$ cat config.mk
export PLATFORM = sky130hd
export DESIGN_NAME = numeric_literal_scanner_top
export DESIGN_NICKNAME = d
export VERILOG_FILES = /design/src/nls_pkg.sv /design/src/numeric_literal_scanner_top.sv /design/src/nls_step.sv /design/src/nls_out_buf.sv
export SDC_FILE = /design/constraint.sdc
export NUM_CORES = 1
export LEC_CHECK = 0
export BUFFER_PORTS_ARGS = -buffer_cell sky130_fd_sc_hd__buf_4
export CAP_MARGIN = 10
export CORE_ASPECT_RATIO = 0.5
export CORE_MARGIN = 10
export CORE_UTILIZATION = 40
export CTS_CLUSTER_DIAMETER = 200
export CTS_CLUSTER_SIZE = 14
export DETAILED_ROUTE_END_ITERATION = 6
export SKIP_CTS_REPAIR_TIMING = 1
export SLEW_MARGIN = 0
export SYNTH_ARGS = -nofsm -noshare
export SYNTH_HDL_FRONTEND = slang
export SYNTH_HIERARCHICAL = 1
export SYNTH_SLANG_ARGS = --single-unit
$ cat constraint.sdc
create_clock -name clk -period 4.45 [get_ports clk]
set_input_delay 0 -clock clk [delete_from_list [all_inputs] [get_ports clk]]
set_output_delay 0 -clock clk [all_outputs]
set_load 0.01 [all_outputs]
$ cat src/nls_pkg.sv
// ----------------------------------------------------------------------------
// nls_pkg
// shared types, codes and helpers for the numeric literal scanner
// ----------------------------------------------------------------------------
`default_nettype none

package nls_pkg;

    localparam int TOKEN_LEN_MAX = 255;
    localparam logic [7:0] LEN_CAP = 8'((TOKEN_LEN_MAX < 255) ? TOKEN_LEN_MAX : 255);

    localparam logic [7:0] CH_NUL   = 8'h00;
    localparam logic [7:0] CH_X     = 8'h78;
    localparam logic [7:0] CH_DOT   = 8'h2E;
    localparam logic [7:0] CH_E     = 8'h65;
    localparam logic [7:0] CH_MINUS = 8'h2D;
    localparam logic [7:0] CH_PLUS  = 8'h2B;
    localparam logic [7:0] CH_ZERO  = 8'h30;

    localparam logic [1:0] UNC_ONE = 2'd1;
    localparam logic [1:0] UNC_TWO = 2'd2;

    typedef enum logic [2:0] {
        MODE_IDLE = 3'd0,
        MODE_INT  = 3'd1,
        MODE_FRAC = 3'd2,
        MODE_EXPE = 3'd3,
        MODE_SIGN = 3'd4,
        MODE_EXP  = 3'd5,
        MODE_HEX  = 3'd6
    } scan_mode_t;

    typedef enum logic [2:0] {
        CLS_INT     = 3'd0,
        CLS_FLOAT   = 3'd1,
        CLS_HEX     = 3'd2,
        CLS_ILLEGAL = 3'd3,
        CLS_NOTNUM  = 3'd4
    } token_class_t;

    typedef struct packed {
        scan_mode_t  mode;
        logic        first_zero;
        logic        last_digit;
        logic [7:0]  count;
        logic        ovf;
    } scan_state_t;

    typedef struct packed {
        token_class_t token_class;
        logic [7:0]   token_length;
        logic [1:0]   unconsumed;
        logic         length_saturated;
    } token_result_t;

    typedef struct packed {
        logic [7:0] count;
        logic       ovf;
    } length_t;

    function automatic logic is_dec(input logic [7:0] c);
        return (c >= 8'h30) && (c <= 8'h39);
    endfunction

    function automatic logic is_hex(input logic [7:0] c);
        return is_dec(c) || ((c >= 8'h61) && (c <= 8'h66)) || ((c >= 8'h41) && (c <= 8'h46));
    endfunction

    function automatic length_t count_one(input length_t l);
        length_t r;
        r = l;
        if (l.count >= LEN_CAP)
        begin
            r.ovf = 1'b1;
        end
        else
        begin
            r.count = l.count + 8'd1;
        end
        return r;
    endfunction

endpackage

`default_nettype wire

$ cat src/numeric_literal_scanner_top.sv
// ----------------------------------------------------------------------------
// numeric_literal_scanner_top
// scans one numeric literal from a byte stream and reports class and length
//
//   channel   dir   word                                    ends a word
//   s_axis    in    ch [7:0]                                tvalid & tready
//   m_axis    out   class, length, unconsumed, saturated    tvalid & tready
//
// one byte per cycle; a result word is registered in the cycle after its
// ending byte. the scanner state updates in the same cycle a byte is taken.
// reset clears the scanner to idle and empties the result register.
// a stalled result stops byte intake only when its register is full.
// ----------------------------------------------------------------------------
`default_nettype none

module numeric_literal_scanner_top (
    input  wire logic        clk,
    input  wire logic        rst_n,
    input  wire logic        s_axis_tvalid,
    output logic             s_axis_tready,
    input  wire logic [7:0]  s_axis_tdata,   // ch[7:0]
    output logic             m_axis_tvalid,
    input  wire logic        m_axis_tready,
    output logic [15:0]      m_axis_tdata    // token_class[2:0], token_length[10:3],
                                             // unconsumed[12:11], length_saturated[13]
);
    import nls_pkg::*;

    scan_state_t   state_reg;
    scan_state_t   state_next;
    scan_state_t   step_nxt;
    logic          step_emit;
    token_result_t step_res;
    token_result_t out_res;
    logic          can_load;
    logic          in_acc;

    assign s_axis_tready = can_load;
    assign in_acc        = s_axis_tvalid && can_load;

    nls_step u_step (
        .cur  (state_reg),
        .ch   (s_axis_tdata),
        .nxt  (step_nxt),
        .emit (step_emit),
        .res  (step_res)
    );

    nls_out_buf u_out (
        .clk       (clk),
        .rst_n     (rst_n),
        .load      (in_acc && step_emit),
        .load_res  (step_res),
        .can_load  (can_load),
        .out_valid (m_axis_tvalid),
        .out_ready (m_axis_tready),
        .out_res   (out_res)
    );

    assign state_next = in_acc ? step_nxt : state_reg;

    always_ff @(posedge clk or negedge rst_n)
    begin
        if (!rst_n)
        begin
            state_reg <= '0;
        end
        else
        begin
            state_reg <= state_next;
        end
    end

    assign m_axis_tdata = {2'b00, out_res.length_saturated, out_res.unconsumed,
                           out_res.token_length, out_res.token_class};

    a_unc_range: assert property (@(posedge clk) disable iff (!rst_n)
        m_axis_tvalid |-> (out_res.unconsumed == UNC_ONE || out_res.unconsumed == UNC_TWO))
        else $error("unconsumed out of range");

    a_notnum_len: assert property (@(posedge clk) disable iff (!rst_n)
        (m_axis_tvalid && out_res.token_class == CLS_NOTNUM) |-> (out_res.token_length == 8'd0))
        else $error("non-numeric result with nonzero length");

    a_stall_only_full: assert property (@(posedge clk) disable iff (!rst_n)
        !s_axis_tready |-> (m_axis_tvalid && !m_axis_tready))
        else $error("input stalled without a blocked result");

    a_emit_idle: assert property (@(posedge clk) disable iff (!rst_n)
        (in_acc && step_emit) |=> (state_reg.mode == MODE_IDLE && state_reg.count == 8'd0))
        else $error("scanner not cleared after result");

    a_emit_valid: assert property (@(posedge clk) disable iff (!rst_n)
        (in_acc && step_emit) |=> m_axis_tvalid)
        else $error("result lost");

endmodule

`default_nettype wire

$ cat src/nls_step.sv
// ----------------------------------------------------------------------------
// nls_step
// per-byte next state and token result of the literal scanner
// ----------------------------------------------------------------------------
`default_nettype none

module nls_step (
    input  wire nls_pkg::scan_state_t   cur,
    input  wire logic [7:0]             ch,
    output nls_pkg::scan_state_t        nxt,
    output logic                        emit,
    output nls_pkg::token_result_t      res
);
    import nls_pkg::*;

    length_t     len_cur;
    length_t     len_one;
    length_t     len_two;
    length_t     len_first;
    token_class_t cls;
    logic [1:0]  unc;

    assign len_cur   = '{count: cur.count, ovf: cur.ovf};
    assign len_one   = count_one(len_cur);
    assign len_two   = count_one(len_one);
    assign len_first = count_one('{count: 8'd0, ovf: 1'b0});

    always_comb
    begin
        nxt            = cur;
        nxt.first_zero = 1'b0;
        emit           = 1'b0;
        cls            = CLS_ILLEGAL;
        unc            = UNC_ONE;
        unique case (cur.mode)
            MODE_HEX:
            begin
                if ((ch != CH_NUL) && is_hex(ch))
                begin
                    nxt.last_digit = 1'b1;
                    nxt.count      = len_one.count;
                    nxt.ovf        = len_one.ovf;
                end
                else
                begin
                    emit = 1'b1;
                    cls  = cur.last_digit ? CLS_HEX : CLS_ILLEGAL;
                end
            end
            MODE_SIGN:
            begin
                if (is_dec(ch))
                begin
                    nxt.mode       = MODE_EXP;
                    nxt.last_digit = 1'b1;
                    nxt.count      = len_two.count;
                    nxt.ovf        = len_two.ovf;
                end
                else
                begin
                    emit = 1'b1;
                    cls  = CLS_ILLEGAL;
                    unc  = UNC_TWO;
                end
            end
            MODE_INT, MODE_FRAC, MODE_EXPE, MODE_EXP:
            begin
                if ((cur.mode == MODE_INT) && cur.first_zero && (ch == CH_X))
                begin
                    nxt.mode       = MODE_HEX;
                    nxt.last_digit = 1'b0;
                    nxt.count      = len_one.count;
                    nxt.ovf        = len_one.ovf;
                end
                else if (ch == CH_DOT)
                begin
                    if (cur.mode != MODE_INT)
                    begin
                        emit = 1'b1;
                        cls  = CLS_ILLEGAL;
                    end
                    else
                    begin
                        nxt.mode       = MODE_FRAC;
                        nxt.last_digit = 1'b0;
                        nxt.count      = len_one.count;
                        nxt.ovf        = len_one.ovf;
                    end
                end
                else if (ch == CH_E)
                begin
                    if (cur.mode != MODE_FRAC)
                    begin
                        emit = 1'b1;
                        cls  = CLS_ILLEGAL;
                    end
                    else
                    begin
                        nxt.mode       = MODE_EXPE;
                        nxt.last_digit = 1'b0;
                        nxt.count      = len_one.count;
                        nxt.ovf        = len_one.ovf;
                    end
                end
                else if (is_dec(ch))
                begin
                    if (cur.mode == MODE_EXPE)
                    begin
                        nxt.mode = MODE_EXP;
                    end
                    nxt.last_digit = 1'b1;
                    nxt.count      = len_one.count;
                    nxt.ovf        = len_one.ovf;
                end
                else if ((cur.mode == MODE_EXPE) && ((ch == CH_PLUS) || (ch == CH_MINUS)))
                begin
                    nxt.mode = MODE_SIGN;
                end
                else
                begin
                    emit = 1'b1;
                    if (!cur.last_digit)
                    begin
                        cls = CLS_ILLEGAL;
                    end
                    else
                    begin
                        cls = (cur.mode == MODE_INT) ? CLS_INT : CLS_FLOAT;
                    end
                end
            end
            default:
            begin
                // idle, and unused mode codes treated as idle
                if (!is_dec(ch))
                begin
                    nxt  = '0;
                    emit = 1'b1;
                    cls  = CLS_NOTNUM;
                end
                else
                begin
                    nxt.mode       = MODE_INT;
                    nxt.first_zero = (ch == CH_ZERO);
                    nxt.last_digit = 1'b1;
                    nxt.count      = len_first.count;
                    nxt.ovf        = len_first.ovf;
                end
            end
        endcase

        res.token_class      = cls;
        res.token_length     = (emit && (cls == CLS_NOTNUM)) ? 8'd0 : cur.count;
        res.unconsumed       = unc;
        res.length_saturated = (emit && (cls == CLS_NOTNUM)) ? 1'b0 : cur.ovf;

        if (emit)
        begin
            nxt = '0;
        end
    end

endmodule

`default_nettype wire

$ cat src/nls_out_buf.sv
// ----------------------------------------------------------------------------
// nls_out_buf
// result register on the output stream
// ----------------------------------------------------------------------------
`default_nettype none

module nls_out_buf (
    input  wire logic                   clk,
    input  wire logic                   rst_n,
    input  wire logic                   load,
    input  wire nls_pkg::token_result_t load_res,
    output logic                        can_load,
    output logic                        out_valid,
    input  wire logic                   out_ready,
    output nls_pkg::token_result_t      out_res
);
    import nls_pkg::*;

    logic          valid_reg;
    logic          valid_next;
    token_result_t res_reg;

    assign can_load  = !valid_reg || out_ready;
    assign out_valid = valid_reg;
    assign out_res   = res_reg;

    always_comb
    begin
        valid_next = valid_reg;
        if (can_load)
        begin
            valid_next = load;
        end
    end

    always_ff @(posedge clk or negedge rst_n)
    begin
        if (!rst_n)
        begin
            valid_reg <= 1'b0;
        end
        else
        begin
            valid_reg <= valid_next;
        end
    end

    always_ff @(posedge clk)
    begin
        if (can_load && load)
        begin
            res_reg <= load_res;
        end
    end

endmodule

`default_nettype wire

==> metrics.cfg <==
[grt]
grt_max_degree=22
grt_pass1_wl_um=11500
grt_pass1_vias=2295
overflow=0
gr-usage-all-layers=0.132
antenna_found_initial=0

[cells_and_area]
mostFrequentLayoutCells=nand2_1, buf_4, nor2_1
nets=325
final_common_cell=nand2_1
post-route-util=0.474
layout-drive-gt1-share=0.221
stdcell_count=400
synthToLayoutAreaGrowth_pct=12.6
antennaDiodeCount=0
post-route-cell-area_mm2=0.00294

[logic_synthesis]
synthDistinctLibCells=70
synth_area_per_cell_um2=8.86
synth_area_mm2=0.00261
synth_cells=295
async_flop_share=0.517
ys_seq_area_frac=0.304
ys_ff_latch=29
ys_warn_count=6
synth-edff-count=14
ys.flop_type=dfrtp_1

[worst_setup_path]
cpLargestDelayFamily=simple AND/OR/NAND/NOR gates
crit_chain=ha_1, nand3_1, nor2_1, xnor2_1, ha_1, and2_1, and3_2, mux2_2, or4_1, o211ai_1, mux2_4
cp.required_ns=4.67
cpPeakStageDelay_ns=0.64
critical_path.startpoint_type=flop
worstPathArrival_ns=3.81
slowest_stage=dfrtp_1
critPathMaxFanout=15
endpoint_kind=flop
path_class=flop to flop
cp_common_cell=ha_1
critPathBufInv=0

[timing]
min_period_ns=3.59
fmax_ghz=0.278
fin_skew_ns=0.00560
relSlewSlack=0.491
hold_viol=0
tightest_slew_ns=0.753
setup-tns-final_ns=0
setup_viol=0
min_period_over_period=0.807
rsz0062_at_grt=false
report.final.slew_viol_count=0

[routing]
viasPerCell=6.07
drt-total-wl_um=7040
drt_iter0_drc=317
wl_per_cell_um=17.6
antenna_left=0
dr.pass1.iters=5
dr_total_vias=2429
drcViolationCount=0

[floorplanning]
dieWidth_um=134
io-pin-count=30
dieArea_mm2=0.0104
start_util=0.421
die_y_um=77.2
core-area_mm2=0.00621
rows=20

[placed_design]
placed_area_mm2=0.00279
placement.io_buffers=27
gp_congestion=0.929
detailed_place_hpwl_um=5160
place_inst=391

[power]
powerDensity_mw_per_mm2=246
leakage_nw=1.10
ir_drop_uv=147

[clock_network]
path_clk_slew_ns=0.05
cts_sinks=29
htreeDepth=2
root_buffer=clkbuf_16
numCtsBuffers=5
clock_latency_ns=0.28
clockBufferDepth=2
cts_tree=built

[run_status]
status=complete, no violations

[hold_path]
hp-class=input port to flop

[run]
maxCapViolCount=0

cells by family (layout without fill, tap and decap cells):
group	after synthesis	in the layout	synth area share
and+or+nand+nor	141	141	0.326
buffers and inverters	23	39	0.0579
DFF	29	29	0.304
other	1	2	0.00143
adders and majority gates	2	2	0.00957
muxes	21	21	0.102
xor gates and xnor gates	5	5	0.0168
AOI/OAI and AO/OA	73	73	0.181
layer usage:
metal	part of all wire	vias to the layer above	GRT usage
met4	0.014	0	0.0486
met1	0.46	1146	0.177
met3	0.077	12	0.0332
met2	0.45	133	0.197
li1	-	1138	-
met5	0	-	0
final cells by class:
| cell class | instances | area (µm²) |
|---|---|---|
| clock buffers | 5 | 125 |
| clock inverters | 3 | 17.5 |
| fillers | 619 | 3260 |
| inverters | 3 | 11.3 |
| multi-input cells | 244 | 1670 |
| flip-flops and latches | 29 | 796 |
| well taps | 88 | 110 |
| repair buffers | 28 | 213 |
worst paths after layout:
kind / startpoint / endpoint / slack (ns) / depth (start not counted)
hold / removal: m_axis_tready / u_out/out_valid / 0.03 / 3
hold reg to reg: state_reg[0] / state_reg[0] / 0.54 / 1
setup / recovery: state_reg[1] / state_reg[1] / 0.86 / 11
min in group asynchronous: rst_n / state_reg[13] / 0.12 / 2
setup reg to reg: state_reg[1] / state_reg[1] / 0.86 / 11
max in group asynchronous: rst_n / state_reg[4] / 4.14 / 2
cell usage after synthesis (all sizes together), types with 2 or more instances:
| cell type | n | area (µm²) |
|---|---|---|
| nand2 | 34 | 138 |
| nor2 | 23 | 86.3 |
| o21ai | 19 | 95.1 |
| a21oi | 18 | 90.1 |
| mux2 | 16 | 218 |
| dfrtp | 15 | 375 |
| edfxtp | 14 | 420 |
| clkbuf | 12 | 76.3 |
| nand3 | 12 | 60.1 |
| nor2b | 11 | 76.3 |
| nor3 | 10 | 50.1 |
| buf | 8 | 63.8 |
| a31oi | 7 | 43.8 |
| nand2b | 7 | 58.8 |
| and3 | 6 | 38.8 |
| and2 | 5 | 35.0 |
| mux2i | 5 | 50.1 |
| nand4b | 5 | 43.8 |
| o22ai | 5 | 31.3 |
| xnor2 | 5 | 43.8 |
| nor3b | 4 | 30.0 |
| nor4 | 4 | 55.1 |
| o211ai | 4 | 43.8 |
| a211oi | 3 | 22.5 |
| inv | 3 | 11.3 |
| nand4 | 3 | 18.8 |
| or4 | 3 | 26.3 |
| a211o | 2 | 17.5 |
| a21o | 2 | 15.0 |
| a32oi | 2 | 17.5 |
| ha | 2 | 25.0 |
| nand3b | 2 | 15.0 |
| nor4b | 2 | 17.5 |
| or3b | 2 | 22.5 |
stage by stage:
stage | setup WS (ns) | hold slack (ns) | power (W)
3_5_place_dp | 0.942 | -0.120 | 0.000405
4_1_cts | 0.924 | -0.417 | 0.000728
3_3_place_gp | 1.16 | -0.127 | 0.000402
2_1_floorplan | 1.53 | -0.296 | 0.000369
6_report | 0.858 | 0.0291 | 0.000724
5_1_grt | 0.607 | 0.0268 | 0.000755
report_power, final:
group	total [W]	leakage (nW)	internal, W	switching [W]
clock	0.000324	0.0696	0.000204	0.000120
combinational	0.0000959	0.690	0.0000427	0.0000532
sequential	0.000304	0.337	0.000294	0.00000961
total	0.000724	1.10	0.000541	0.000183
tightest hold or removal path, delay by kind of cell:
| family | cells | cell delay, ns |
|---|---|---|
| AND/OR/NAND/NOR | 2 | 0.18 |
| buffers and inverters | 1 | 0.08 |
Note: power is estimated with default switching activity, not from simulation.
